<file path="config.mk">
export PLATFORM = sky130hd
export DESIGN_NAME = bitmask_immediate_encoder_core
export DESIGN_NICKNAME = d
export VERILOG_FILES = /design/src/rtl/bmie_pkg.sv /design/src/rtl/bmie_run_locate.sv /design/src/rtl/bitmask_immediate_encoder_core.sv
export SDC_FILE = /design/constraint.sdc
export NUM_CORES = 1
export LEC_CHECK = 0
export BUFFER_PORTS_ARGS = -buffer_cell sky130_fd_sc_hd__buf_2
export CORE_MARGIN = 4
export CORE_UTILIZATION = 40
export CTS_CLUSTER_SIZE = 8
export DETAILED_ROUTE_END_ITERATION = 6
export GPL_TIMING_DRIVEN = 0
export PLACE_DENSITY_LB_ADDON = 0.25
export SLEW_MARGIN = 40
export SYNTH_ARGS = -nofsm -noshare
export SYNTH_HDL_FRONTEND = slang
export SYNTH_HIERARCHICAL = 1
export SYNTH_SLANG_ARGS = --single-unit
export TNS_END_PERCENT = 50
</file>
<file path="constraint.sdc">
create_clock -name clk -period 18.9 [get_ports clk]
set_clock_uncertainty 0.15 [all_clocks]
set_input_delay 2.835 -clock clk [delete_from_list [all_inputs] [get_ports clk]]
set_output_delay 2.835 -clock clk [all_outputs]
set_load 0.005 [all_outputs]
</file>
<file path="src/rtl/bmie_pkg.sv">
`default_nettype none

package bmie_pkg;

  localparam int unsigned WORD_W = 64;
  localparam int unsigned POS_W  = 6;
  localparam int unsigned LG_W   = 3;
  localparam int unsigned CNT_W  = 7;

  // element size is 2**lg, lg in 1..6; a 64-bit element always repeats
  localparam logic [LG_W-1:0]  LG_MIN  = 3'd1;
  localparam logic [LG_W-1:0]  LG_FULL = 3'd6;
  localparam logic [CNT_W-1:0] NIMMS_BASE = 7'h3F;

  // location of the single run start inside an element
  typedef struct packed {
    logic             single;
    logic [POS_W-1:0] pos;
  } run_info_t;

  // balanced adder tree, six levels deep
  function automatic logic [CNT_W-1:0] popcount64(input logic [WORD_W-1:0] x);
    logic [1:0] p2  [32];
    logic [2:0] p4  [16];
    logic [3:0] p8  [8];
    logic [4:0] p16 [4];
    logic [5:0] p32 [2];
    for (int i = 0; i < 32; i++) begin
      p2[i] = {1'b0, x[2*i]} + {1'b0, x[2*i+1]};
    end
    for (int i = 0; i < 16; i++) begin
      p4[i] = {1'b0, p2[2*i]} + {1'b0, p2[2*i+1]};
    end
    for (int i = 0; i < 8; i++) begin
      p8[i] = {1'b0, p4[2*i]} + {1'b0, p4[2*i+1]};
    end
    for (int i = 0; i < 4; i++) begin
      p16[i] = {1'b0, p8[2*i]} + {1'b0, p8[2*i+1]};
    end
    for (int i = 0; i < 2; i++) begin
      p32[i] = {1'b0, p16[2*i]} + {1'b0, p16[2*i+1]};
    end
    return {1'b0, p32[0]} + {1'b0, p32[1]};
  endfunction

endpackage

`default_nettype wire

</file>
<file path="src/rtl/bmie_run_locate.sv">
`default_nettype none

module bmie_run_locate (
  input  wire logic [bmie_pkg::WORD_W-1:0] edges,
  output bmie_pkg::run_info_t              info
);
  import bmie_pkg::*;

  logic [POS_W-1:0] pos;
  logic             single;

  // a valid element has exactly one rising edge (0 below, 1 above)
  always_comb begin
    single = (edges != '0) && ((edges & (edges - WORD_W'(1))) == '0);
  end

  // OR-encode the index; only meaningful when one bit is set
  always_comb begin
    pos = '0;
    for (int i = 0; i < WORD_W; i++) begin
      if (edges[i]) begin
        pos = pos | POS_W'(i);
      end
    end
  end

  assign info.single = single;
  assign info.pos    = pos;

endmodule

`default_nettype wire

</file>
<file path="src/rtl/bitmask_immediate_encoder_core.sv">
`default_nettype none

// Channel | Handshake         | Payload
// --------+-------------------+----------------------------------
// input   | in_valid/in_ready | value[63:0]
// output  | out_valid/out_ready | encodable, n_bit, immr[5:0], imms[5:0]
//
// Five register stages: input, period check, element/edge extract,
// run locate plus popcount, field pack. One value per cycle is taken
// while the output is drained.
// Each stage holds its own valid bit and loads when empty or when the next
// stage moves, so bubbles close up under an output stall.
// rst clears the valid bits only.

module bitmask_immediate_encoder_core (
  input  wire logic        clk,
  input  wire logic        rst,
  input  wire logic        in_valid,
  output logic             in_ready,
  input  wire logic [63:0] value,
  output logic             out_valid,
  input  wire logic        out_ready,
  output logic             encodable,
  output logic             n_bit,
  output logic [5:0]       immr,
  output logic [5:0]       imms
);
  import bmie_pkg::*;

  localparam int unsigned STAGES = 5;
  localparam int unsigned REP_N  = 5;

  logic [STAGES-1:0] stg_valid;
  logic [STAGES-1:0] stg_en;

  // stage registers
  logic [WORD_W-1:0] value1;
  logic [WORD_W-1:0] value2;
  logic [REP_N-1:0]  rep2;
  logic              special2;
  logic [WORD_W-1:0] elem3;
  logic [WORD_W-1:0] edges3;
  logic [LG_W-1:0]   lg3;
  logic              special3;
  run_info_t         run4;
  logic [CNT_W-1:0]  ones4;
  logic [LG_W-1:0]   lg4;
  logic              special4;
  logic              enc5;
  logic              n5;
  logic [POS_W-1:0]  immr5;
  logic [POS_W-1:0]  imms5;

  // per-stage enables, output side first
  always_comb begin
    stg_en[STAGES-1] = !stg_valid[STAGES-1] || out_ready;
    for (int k = STAGES - 2; k >= 0; k--) begin
      stg_en[k] = !stg_valid[k] || stg_en[k+1];
    end
  end

  assign in_ready  = stg_en[0];
  assign out_valid = stg_valid[STAGES-1];

  always_ff @(posedge clk) begin
    if (rst) begin
      stg_valid <= '0;
    end else begin
      if (stg_en[0]) begin
        stg_valid[0] <= in_valid;
      end
      for (int k = 1; k < STAGES; k++) begin
        if (stg_en[k]) begin
          stg_valid[k] <= stg_valid[k-1];
        end
      end
    end
  end

  // stage 1: capture input
  always_ff @(posedge clk) begin
    if (stg_en[0]) begin
      value1 <= value;
    end
  end

  // stage 2: period check for element sizes 2..32, zero / all-ones detect
  logic [REP_N-1:0] rep1;
  always_comb begin
    for (int k = 1; k <= REP_N; k++) begin
      rep1[k-1] = (value1 == ((value1 << (1 << k)) | (value1 >> (WORD_W - (1 << k)))));
    end
  end

  always_ff @(posedge clk) begin
    if (stg_en[1]) begin
      value2   <= value1;
      rep2     <= rep1;
      special2 <= (value1 == '0) || (value1 == '1);
    end
  end

  // stage 3: smallest repeating size, element and its circular rising edges
  logic [LG_W-1:0]   lg2;
  logic [CNT_W-1:0]  size2;
  logic [WORD_W-1:0] mask2;
  always_comb begin
    lg2 = LG_FULL;
    for (int k = REP_N; k >= 1; k--) begin
      if (rep2[k-1]) begin
        lg2 = LG_W'(k);
      end
    end
    size2 = CNT_W'(1) << lg2;
    mask2 = {WORD_W{1'b1}} >> (CNT_W'(WORD_W) - size2);
  end

  always_ff @(posedge clk) begin
    if (stg_en[2]) begin
      elem3    <= value2 & mask2;
      edges3   <= value2 & ~{value2[WORD_W-2:0], value2[WORD_W-1]} & mask2;
      lg3      <= lg2;
      special3 <= special2;
    end
  end

  // stage 4: locate the run start and count its length
  run_info_t run3;
  bmie_run_locate u_locate (
    .edges (edges3),
    .info  (run3)
  );

  always_ff @(posedge clk) begin
    if (stg_en[3]) begin
      run4     <= run3;
      ones4    <= popcount64(elem3);
      lg4      <= lg3;
      special4 <= special3;
    end
  end

  // stage 5: immr = (size - start) mod size, N:imms from size and length
  logic [CNT_W-1:0] size4;
  logic [CNT_W-1:0] rot4;
  logic [CNT_W-1:0] nimms4;
  logic             enc4;
  always_comb begin
    size4  = CNT_W'(1) << lg4;
    rot4   = (size4 - {1'b0, run4.pos}) & (size4 - CNT_W'(1));
    nimms4 = ((NIMMS_BASE ^ size4) & ~(size4 - CNT_W'(1))) | (ones4 - CNT_W'(1));
    enc4   = run4.single && !special4 && (lg4 >= LG_MIN);
  end

  always_ff @(posedge clk) begin
    if (stg_en[4]) begin
      enc5  <= enc4;
      n5    <= enc4 && nimms4[CNT_W-1];
      immr5 <= enc4 ? rot4[POS_W-1:0] : '0;
      imms5 <= enc4 ? nimms4[POS_W-1:0] : '0;
    end
  end

  assign encodable = enc5;
  assign n_bit     = n5;
  assign immr      = immr5;
  assign imms      = imms5;

endmodule

`default_nettype wire
</file>
# Word-level counts from Yosys, hierarchy flattened
# Index checks and enable logic that the tools add are counted.
[classes] addsub=68 n_mul=0 div_mod_pow=0 n_lt_le_gt_ge=1 n_eq_ne=6 shift=3 n_mux=72 bitwise=15 n_reduce_logical=29
[op_table] op="64-bit == test" n=5
[op_table] op="64-bit AND" n=4
[op_table] op="64-bit zero test" n=2
[op_table] op="5-bit two-way mux" n=16
[op_table] op="1-bit by 1-bit adder with 2-bit output" n=32
[op_table] op="64-bit == test, second input constant" n=1
[op_table] op="4-bit two-way mux" n=16
[op_table] op="64-bit NOT" n=1
[op_table] op="64-bit by 16-bit bitwise OR with 64-bit output" n=1
[op_table] op="64-bit by 2-bit bitwise OR with 64-bit output" n=1
[op_table] op="64-bit by 32-bit bitwise OR with 64-bit output" n=1
[op_table] op="64-bit by 4-bit bitwise OR with 64-bit output" n=1
[op_table] op="64-bit by 8-bit bitwise OR with 64-bit output" n=1
[op_table] op="64-bit nonzero test" n=1
[op_table] op="64-bit by 7-bit right shift with 64-bit output, first input constant" n=1
[op_table] op="64-bit by 1-bit subtractor with 64-bit output, second input constant" n=1
[op_table] op="2-bit by 2-bit adder with 3-bit output" n=16
[op_table] op="3-bit two-way mux" n=16
[op_table] op="3-bit by 3-bit adder with 4-bit output" n=8
[op_table] op="32-bit OR reduction" n=1
[op_table] op="4-bit by 4-bit adder with 5-bit output" n=4
[op_table] op="2-bit two-way mux" n=9
[op_table] op="16-bit OR reduction" n=1
[op_table] op="1-bit two-way mux" n=15
[op_table] op="19 further kinds" n=39
[totals] reg_bits=303 latchBits=0 ramBits=0 rom_bits=0 in_bits=68 output_inout_bits=16 elab_cells=221 memories=0

# Logic depth before layout (Yosys ltp)
# Gate-level depths: netlist of run 1.
[logic_depth] ltp_word=57 ltp_mapped=21 depth_no_buf=21

# By module
# The synthesis of run 1 kept the hierarchy.
[modules_own_cells] module="bitmask_immediate_encoder_core" instances=1 cells_per_inst=1207 area_per_inst_um2=15213.3 seq_area_each_um2=9048.7
[modules_own_cells] module="bmie_run_locate" instances=1 cells_per_inst=209 area_per_inst_um2=1381.3 seq_area_each_um2=0.0

# Worst setup path after synthesis of run 1
# No wires, ideal clock.
[synth_path] path_type="in2out" startpoint="input out_ready" endpoint="output in_ready" t_arrival_ns=4.814 t_required_ns=15.915 slack_ns=11.101 path_stages=3 n_path_buf=0 path_cell_list="nor2b_1 -> and3_1 -> nand3_1"
[synth_via] elab_chain_cells=5
[synth_rtl] item="start: declaration" line="bitmask_immediate_encoder_core.sv:22" rtl="input wire logic out_ready,"
[synth_rtl] item="1-bit logical OR" line="bitmask_immediate_encoder_core.sv:56" rtl="stg_en[STAGES-1] = !stg_valid[STAGES-1] || out_ready;"
[synth_rtl] item="1-bit logical OR (4 in series)" line="bitmask_immediate_encoder_core.sv:58" rtl="stg_en[k] = !stg_valid[k] || stg_en[k+1];"
[synth_rtl] item="end: declaration" line="bitmask_immediate_encoder_core.sv:19" rtl="output logic in_ready,"
# Every way passes these cells.

# Final worst setup path of run 1
# Same ends and word-level chain as after synthesis.

==> results of run 1 <==
==> layer usage <==
metal	global-route usage	up-vias	routed length [microns]
met5	0	-	0
met4	0.09729	0	2305
met3	0.04194	132	3579
met2	0.3842	547	24890
met1	0.2936	5898	20670
li1	-	5468	-
==> cell usage after synthesis, types with 10 or more instances <==
cell	instances
a211oi_1	11
a21oi_1	34
and2_4	25
and3_1	40
clkbuf_1	61
edfxtp_1	298
fa_1	55
ha_1	30
inv_1	122
nand2_1	69
nand3_1	36
nand4_1	53
nor2_1	82
nor2b_1	54
nor3_1	54
nor3b_1	10
nor4_1	48
o21ai_0	40
o22ai_1	17
o31ai_1	13
or3_1	23
or4_1	21
xnor2_1	31
xor2_1	45
==> worst max path at each step <==
stage / start / endpoint / cells after the start / slack [ns]
3_5_place_dp: out_ready / in_ready / 5 / 11.36
6_report: out_ready / in_ready / 5 / 11.37
4_1_cts: out_ready / in_ready / 5 / 11.35
5_1_grt: out_ready / in_ready / 5 / 11.19
2_1_floorplan: out_ready / in_ready / 3 / 11.10
3_3_place_gp: out_ready / in_ready / 5 / 9.41
==> power breakdown <==
part	switching [mW]	internal, mW	total [mW]
logic	0.394	0.308	0.702
clock network	0.273	0.449	0.722
registers	0.0356	0.812	0.848
==> stage by stage <==
stage	utilization	cell area [sq um]	worst slack, ns
2_1_floorplan	-	16590	11.10
3_3_place_gp	0.4319	17680	9.409
3_5_place_dp	0.4343	17770	11.36
4_1_cts	0.4648	19020	11.35
5_1_grt	0.4650	19030	11.19
6_report	0.4650	19030	11.37
==> registers in the layout (all words and copies together) (netlist names), 3 cells and up <==
signal	flops
value1	64
lg3	3
value2	64
edges3	64
lg4	3
rep2	5
imms	6
ones4	7
immr	6
run4	7
stg_valid	5
elem3	64
==> cell families (layout without fill, tap and decap cells) <==
kind of cell	Yosys count	count (layout)	synth area share
mux	3	3	0.001810
compound gates	177	177	0.07389
buf+inv	202	347	0.04871
flops	303	303	0.5453
fa+ha+maj	86	86	0.08957
simple gates	567	567	0.2002
xor+xnor	76	76	0.04011
other cells	2	2	0.0004526
==> cell usage in the layout, fill, tap and decap left out, types with 5 or more instances in the layout <==
cell type  count
edfxtp_1     298
inv_1        121
buf_2         90
nor2_1        82
clkbuf_1      70
nand2_1       67
fa_1          55
nor2b_1       54
nor3_1        54
nand4_1       53
nor4_1        47
clkbuf_16     46
xor2_1        45
and3_1        40
o21ai_0       40
nand3_1       35
a21oi_1       34
xnor2_1       31
ha_1          30
and2_4        25
or3_1         23
or4_1         21
o22ai_1       17
o31ai_1       13
a211oi_1      11
nor3b_1       10
nand2b_1       9
o2111ai_1      8
o41ai_1        6
and2_1         5
and4_1         5
dfxtp_1        5
==> layout make-up <==
cell class              instances  area, sq um
well taps                     532        665.6
fillers                      3794        21890
plain buffers                  79        346.6
clock inverters                 3        50.05
clock buffers                  56         1199
flip-flops and latches        303         9049
multi-input cells             911         6768
repair buffers                 86        483.0
inverters                     123        469.2
==> flow_summary.yaml, run 1 <==
floorplanning:
  die_y_microns: 211.7
  dieArea_sq_um: 44810
  io_pins: 84
  rows: 74
  core_sq_um: 40920
  start_util: 0.4055
  die_x_microns: 211.7
clock_tree:
  insertion_delay_ns: 0.55
  cts_sinks: 303
  cts_setup_buffers: 0
  cts_buffer_depth: 3
  clockRootBuffer: "clkbuf_16"
  clk_pin_slew_ns: 0.05
  cts.repair.resized: 0
  cts_hold_buffers: 0
  htree_levels: 2
  cts_tree: "built"
  numCtsBuffers: 44
grt:
  antenna_found_initial: 1
  grt.total_usage: 0.2292
  grt_overflow: 0
  grt_pass1_vias: 12020
  grt_pass1_wl_mm: 75.78
  grt_max_degree: 79
pwr:
  p_leak_nw: 7.551
  peakVddDrop_mv: 0.1688
  powerDensity_nw_per_um2: 119.4
  total_power_mw: 2.272
sta:
  finalSetupViolCount: 0
  hold_ws_ns: 0.2686
  final-max-slew-violation-count: 0
  rsz0062_at_grt: "no"
  worst_slew_pin_slew_ns: 0.8892
  fin_crit_sh: 0.3985
  relSlewSlack: 0.4017
  period_needed_ns: 7.531
  max_freq_ghz: 0.1328
  finalSetupTns_ns: 0
  hold_viol: 0
setup_path:
  crit_chain: "buf_2 -> nor2b_1 -> and3_1 -> nand3_4 -> buf_2"
  crit_arrival_ns: 4.55
  cpPeakStageDelay_ns: 0.51
  cp-start-kind: "input pin"
  criticalPathCategory: "in2out"
  r2r_start: "elem3[47]"
  end_kind: "output pin"
  worstPathRequired_ns: 15.92
  crit_fanout: 28
  crit_path_frequent_cell: "buf_2"
  crit_family: "simple AND/OR/NAND/NOR gates"
  ff2ff_path_depth: 21
  r2r_end: "ones4[6]"
  r2r_setup_slack_ns: 12.50
  cp_num_buf_inv: 2
  critPathSlowestCell: "and3_1"
finish:
  fin_nets: 1701
  fin_cells: 2093
  area_delta_synth_final_pct: 14.67
  num_antenna_cells: 0
  layout-drive-gt1-share: 0.1326
detailed_routing:
  antenna_left: 0
  dr.pass1.iters: 6
  routed_wl_mm: 51.44
  drc: 0
  via_per_inst: 5.755
  wire_per_inst_microns: 24.58
  via_count: 12045
  drtIter0Drc: 1224
yosys:
  syn-num-nets: 1569
  postSynthCellCount: 1416
  synthTopCellsByArea: "edfxtp_1 (54%), fa_1 (6.6%), inv_1 (2.8%)"
  ys_seq_area_frac: 0.5453
  synth_seq_cells: 303
  syn_area_per_cell_sq_um: 11.72
  async_flop_share: 0
  synth_edf_count: 298
  synth_cell_types: 82
  yosys.area.top_type: "edfxtp_1"
  synth_flop_cell: "edfxtp_1"
  syn_area_sq_um: 16590
  yosys_warnings: 6
  synth_top_area_frac: 0.5392
outcome:
  status: "complete, no violations"
worst_hold_path:
  min_to: "lg4[1]"
  hold_path_depth: 0
  worstHoldPathType: "reg2reg"
  min_from: "lg3[1]"
placement:
  hpwl_mm: 39.77
  gp_congestion: 0.9490
  port_buffers: 83
  placed_cells: 2034
job:
  maxCapViolations: 0
(Power assumes the default switching activity.)
==> run 2, diff against run 1 <==
ABC_AREA = 1   (was default)
clock period = 7.1 ns   (was 18.9 ns; I/O delays follow)
==> run 2 against run 1 <==
Critical path depth up 13. Register-to-register slack worse by 12 ns. Combinational power rose to 3.0 times the previous value. Via count grew 27%. Global-route usage up 3.1 points. Sequential share of layout area shrank 4.3 points. Non-clock buffer count rose by 2. Clock power increased to 2.7 times the previous value. Critical path type is now reg2reg. Critical endpoint is now ones4[6]. Largest cell class unchanged. Largest power group unchanged.
==> flow_summary.yaml, run 2 <==
yosys:
  synth_cell_types: 42
  postSynthCellCount: 2182
  ys_seq_area_frac: 0.4941
  synth_edf_count: 298
  synthTopCellsByArea: "edfxtp_1 (49%), nand2_1 (13%), nor2_1 (7.2%)"
  synth_mux_area_frac: 0.002733
  synth_top_area_frac: 0.4886
  synth_common_cells: "nand2_1 (634), nor2_1 (352), inv_1 (313), edfxtp_1 (298), nand3_1 (100)"
  syn_area_sq_um: 18320
  synth_flop_cell: "edfxtp_1"
  yosys_warnings: 6
  synth-simple-area-share: 0.2883
  synth.most_common_cell: "nand2_1"
  synth-compound-area-share: 0.02760
  syn_area_per_cell_sq_um: 8.394
  synth_seq_cells: 303
  syn-num-nets: 2335
  synth_adder_area_share: 0.08061
  async_flop_share: 0
  synth_top_family_by_area: "simple AND/OR/NAND/NOR gates"
  yosys.area.top_type: "edfxtp_1"
  synth-xor-area-share: 0.02152
floorplanning:
  dieArea_sq_um: 49280
  die_y_microns: 222.0
  io_pins: 84
  core_sq_um: 45280
  die_x_microns: 222.0
  start_util: 0.4045
  rows: 78
worst_hold_path:
  min_from: "special3"
  min_to: "special4"
  hold_path_depth: 0
  worstHoldPathType: "reg2reg"
finish:
  fin_cells: 2942
  fillerInstances: 4467
  area_delta_synth_final_pct: 14.20
  num_antenna_cells: 0
  fin_nets: 2474
  layout_common_cells: "nand2_1 (633), nor2_1 (352), inv_1 (313)"
  mostFrequentLayoutCell: "nand2_1"
  layout-drive-gt1-share: 0.1050
pwr:
  powerDensity_nw_per_um2: 301.1
  p_leak_nw: 9.765
  peakVddDrop_mv: 0.4833
  total_power_mw: 6.298
detailed_routing:
  via_per_inst: 5.207
  via_count: 15319
  routed_wl_mm: 65.64
  dr.pass1.iters: 6
  wire_per_inst_microns: 22.31
  antenna_left: 0
  drc: 0
  drtIter0Drc: 1304
setup_path:
  crit_fanout: 3
  critPathSlowestCell: "fa_1"
  crit_path_frequent_cell: "fa_1"
  cp-start-kind: "flop"
  r2r_setup_slack_ns: 0.80
  end_kind: "flop"
  crit_chain: "fa_1 -> fa_1 -> inv_1 -> fa_1 -> inv_1 -> fa_1 -> fa_1 -> fa_1 -> inv_1 -> fa_1 -> fa_1 -> inv_1 -> ha_1 -> fa_1 -> a21oi_1 -> o21bai_1 -> a21oi_1 -> o21bai_1"
  crit_family: "adder cells"
  criticalPathCategory: "reg2reg"
  crit_arrival_ns: 6.44
  r2r_start: "elem3[17]"
  cp_num_buf_inv: 4
  r2r_end: "ones4[6]"
  worstPathRequired_ns: 7.24
  ff2ff_path_depth: 18
  cpPeakStageDelay_ns: 0.55
sta:
  timing.final.ws_setup_ns: 0.8033
  hold_ws_ns: 0.2672
  finalSetupTns_ns: 0
  hold_viol: 0
  relSlewSlack: 0.3974
  final-max-slew-violation-count: 0
  fin_crit_sh: 0.8869
  period_needed_ns: 6.297
  finalSetupViolCount: 0
  worst_slew_pin_slew_ns: 0.9038
  max_freq_ghz: 0.1588
  rsz0062_at_grt: "no"
placement:
  placed_cells: 2875
  hpwl_mm: 52.50
  gp_congestion: 1.021
  port_buffers: 83
  dp_slack_ns: 0.7814
grt:
  grt_max_degree: 48
  grt.total_usage: 0.2604
  grt_overflow: 0
  antenna_found_initial: 0
  grt_pass1_wl_mm: 95.18
  grt_pass1_vias: 15121
clock_tree:
  cts.repair.resized: 0
  cts_tree: "built"
  clockRootBuffer: "clkbuf_16"
  htree_levels: 2
  numCtsBuffers: 44
  cts_setup_buffers: 0
  cts_hold_buffers: 0
  cts_buffer_depth: 3
  cts_sinks: 303
  clk_pin_slew_ns: 0.05
  insertion_delay_ns: 0.57
outcome:
  status: "complete, no violations"
job:
  maxCapViolations: 0
run 2: how the worst max path moves through the flow:
stage / from / to / slack (ns) / cells after the start
after global placement: out_ready / in_ready / 0.40 / 6
after global routing: elem3[17] / ones4[6] / 0.58 / 18
after detailed placement: elem3[17] / ones4[6] / 0.78 / 18
final: elem3[17] / ones4[6] / 0.80 / 18
after CTS: elem3[17] / ones4[6] / 0.76 / 18
after floorplan: elem3[17] / ones4[6] / 1.29 / 18
run 2: final cells by class:
cell class                 instances  area, sq um  area share
clock inverter                     2        46.29    0.002213
sequential                       303         9049      0.4326
tap                              600        750.7     0.03589
timing repair buffer              93        540.5     0.02584
clock buffer                      65         1242     0.05940
multi-input combinational       1491         7734      0.3698
inverter                         314         1179     0.05635
buffer                            74        374.1     0.01789
run 2: logic make-up after synthesis:
family,Yosys count
other,2
adders and majority gates,85
buffers and inverters,388
AOI/OAI and AO/OA,95
muxes,5
and+or+nand+nor,1259
DFF,303
xor gates and xnor gates,45
run 2: power by group:
part | total, mW | internal (mW) | leakage, nW | switching, mW
Clock | 1.97 | 1.22 | 0.622 | 0.741
Sequential | 2.24 | 2.16 | 3.38 | 0.0779
Combinational | 2.10 | 0.813 | 5.76 | 1.28
Total | 6.30 | 4.19 | 9.76 | 2.10
run 2: per-layer routing:
layer  GRT usage  up-vias  part of all wire
met4      0.1521        0             0.072
met2      0.4516      602              0.48
met5           0        -                 0
met1      0.3109     7229              0.39
met3     0.03456      208             0.058
li1            -     7280                 -
run 2: metrics by stage:
stage,cell area [sq um],util
floorplan,18320,-
global placement,19480,0.4302
detailed placement,19630,0.4334
CTS,20920,0.4619
global route,20920,0.4619
finish,20920,0.4619
==> run 3, diff against run 2 <==
CORE_ASPECT_RATIO = 1.5   (was default)
CTS_CLUSTER_DIAMETER = 30   (was default)
GPL_TIMING_DRIVEN = default   (was 0)
==> run 3 against run 2 <==
Critical path type unchanged. Largest cell class unchanged. The flow now finishes with violations (DRC). First-iteration DRC count fell by 4.8%. Critical endpoint unchanged. Count of clock-buffer cells in the layout grew 6. Setup slack better by 0.20 ns.
==> flow_summary.yaml, run 3 (synthesis results as in run 2) <==
clock_tree:
  cts_tree: "built"
  cts_setup_buffers: 0
  clockRootBuffer: "clkbuf_16"
  clk_pin_slew_ns: 0.05
  numCtsBuffers: 55
  cts_buffer_depth: 3
  insertion_delay_ns: 0.59
  cts_hold_buffers: 0
  htree_levels: 2
  cts.repair.resized: 0
  cts_sinks: 303
grt:
  grt_pass1_vias: 15720
  antenna_found_initial: 0
  grt_overflow: 0
  grt_max_degree: 66
  grt_pass1_wl_mm: 98.56
  grt.total_usage: 0.2742
pwr:
  p_sw_mw: 2.186
  seq_power_share: 0.347
  p_leak_nw: 9.674
  p_int_mw: 4.466
  combPwrFrac: 0.293
  power.share.clock: 0.360
  swShare: 0.3286
  peakVddDrop_mv: 0.3578
  powerDensity_nw_per_um2: 317.9
floorplanning:
  die_y_microns: 270.1
  io_pins: 84
  dieArea_sq_um: 49350
  start_util: 0.4066
  core_sq_um: 45050
  rows: 95
  die_x_microns: 182.7
finish:
  num_antenna_cells: 0
  multiInputGateArea_sq_um: 7742
  fillerInstances: 4405
  seq_area_sq_um: 9049
  layout-drive-gt1-share: 0.09055
  layout_common_cells: "nand2_1 (633), nor2_1 (352), inv_1 (313)"
  fin_nets: 2412
  area_delta_synth_final_pct: 14.24
  mostFrequentLayoutCell: "nand2_1"
detailed_routing:
  antenna_left: 0
  via_per_inst: 5.288
  via_count: 15224
  routed_wl_mm: 68.43
  dr.pass1.iters: 7
  drc: 3
  drtIter0Drc: 1241
  wire_per_inst_microns: 23.77
sta:
  max_freq_ghz: 0.1639
  relSlewSlack: 0.4243
  hold_ws_ns: 0.2596
  period_needed_ns: 6.102
  finalSetupViolCount: 0
  final-max-slew-violation-count: 0
  finalSetupTns_ns: 0
  hold_viol: 0
  rsz0062_at_grt: "no"
  worst_slew_pin_slew_ns: 0.8635
  fin_crit_sh: 0.8594
placement:
  port_buffers: 83
  hpwl_mm: 53.56
  gp_congestion: 1.077
setup_path:
  end_kind: "flop"
  crit_arrival_ns: 6.29
  criticalPathCategory: "reg2reg"
  worstPathRequired_ns: 7.29
  crit_fanout: 3
  cp-start-kind: "flop"
outcome:
  failed_checks: "DRC"
  status: "finished, violations left"
job:
  maxCapViolations: 0
worst_hold_path:
  worstHoldPathType: "reg2reg"
==> run 3: cell count changes in the layout (fill, tap and decap cells not counted), sizes merged <==
cell      before  now
buf          157   94
clkinvlp       0    2
bufinv         1    3
clkinv         1   18
clkbuf        75   71
inv          314  315
==> run 3: per-stage QoR <==
| step | util | worst slack [ns] | std cells | area [sq um] | power [mW] |
|---|---|---|---|---|---|
| finish | 0.4644 | 0.9984 | 2879 | 20920 | 6.652 |
| global route | 0.4644 | 0.7924 | 2879 | 20920 | 7.060 |
| CTS | 0.4638 | 0.9941 | 2878 | 20890 | 6.677 |
| detailed placement | 0.4260 | 0.9795 | 2783 | 19190 | 4.271 |
| global placement | 0.4256 | 1.059 | 2782 | 19170 | 4.193 |
| floorplan | - | 1.294 | 2182 | 18320 | 3.730 |
==> run 3: worst paths after layout <==
path	from	endpoint	slack (ns)	cells after the start
hold / removal	lg3[0]	lg4[0]	0.26	0
setup / recovery	elem3[47]	ones4[6]	1.0	20
setup reg to reg	elem3[47]	ones4[6]	1.0	20
hold reg to reg	lg3[0]	lg4[0]	0.26	0
==> run 3: power by group through the flow <==
stage / Sequential [mW] / Combinational [mW] / Clock (mW)
after floorplan: 2.23 / 1.50 / 0
after global placement: 2.34 / 1.86 / 0
after detailed placement: 2.34 / 1.93 / 0
after CTS: 2.31 / 1.94 / 2.43
after global routing: 2.31 / 2.22 / 2.53
final: 2.31 / 1.95 / 2.39
==> run 3: per-layer routing <==
metal / GRT usage / up-vias / part of all wire
met4: 0.2310 / 0 / 0.10
met1: 0.2641 / 7131 / 0.33
met3: 0.03099 / 286 / 0.042
met5: 0 / - / 0
met2: 0.5099 / 638 / 0.53
li1: - / 7169 / -
==> run 3: worst max-delay path, cell delays in order, from the launching register on <==
cell and delay, ns:
edfxtp_1 0.31, inv_1 0.05, fa_1 0.54, inv_1 0.05, fa_1 0.48, inv_1 0.06
fa_1 0.50, inv_1 0.06, fa_1 0.56, fa_1 0.45, fa_1 0.50, inv_1 0.05
fa_1 0.46, fa_1 0.50, inv_1 0.04, ha_1 0.21, fa_1 0.41, a21oi_1 0.17
o21bai_1 0.11, a21oi_1 0.14, o21bai_1 0.07
==> run 3: area by class of cell <==
type | instances | share of cell area
flip-flops and latches | 303 | 0.4325
multi-input cells | 1491 | 0.3701
clock buffers | 71 | 0.06913
inverters | 314 | 0.05633
well taps | 582 | 0.03480
repair buffers | 94 | 0.02500
clock inverters | 24 | 0.01220
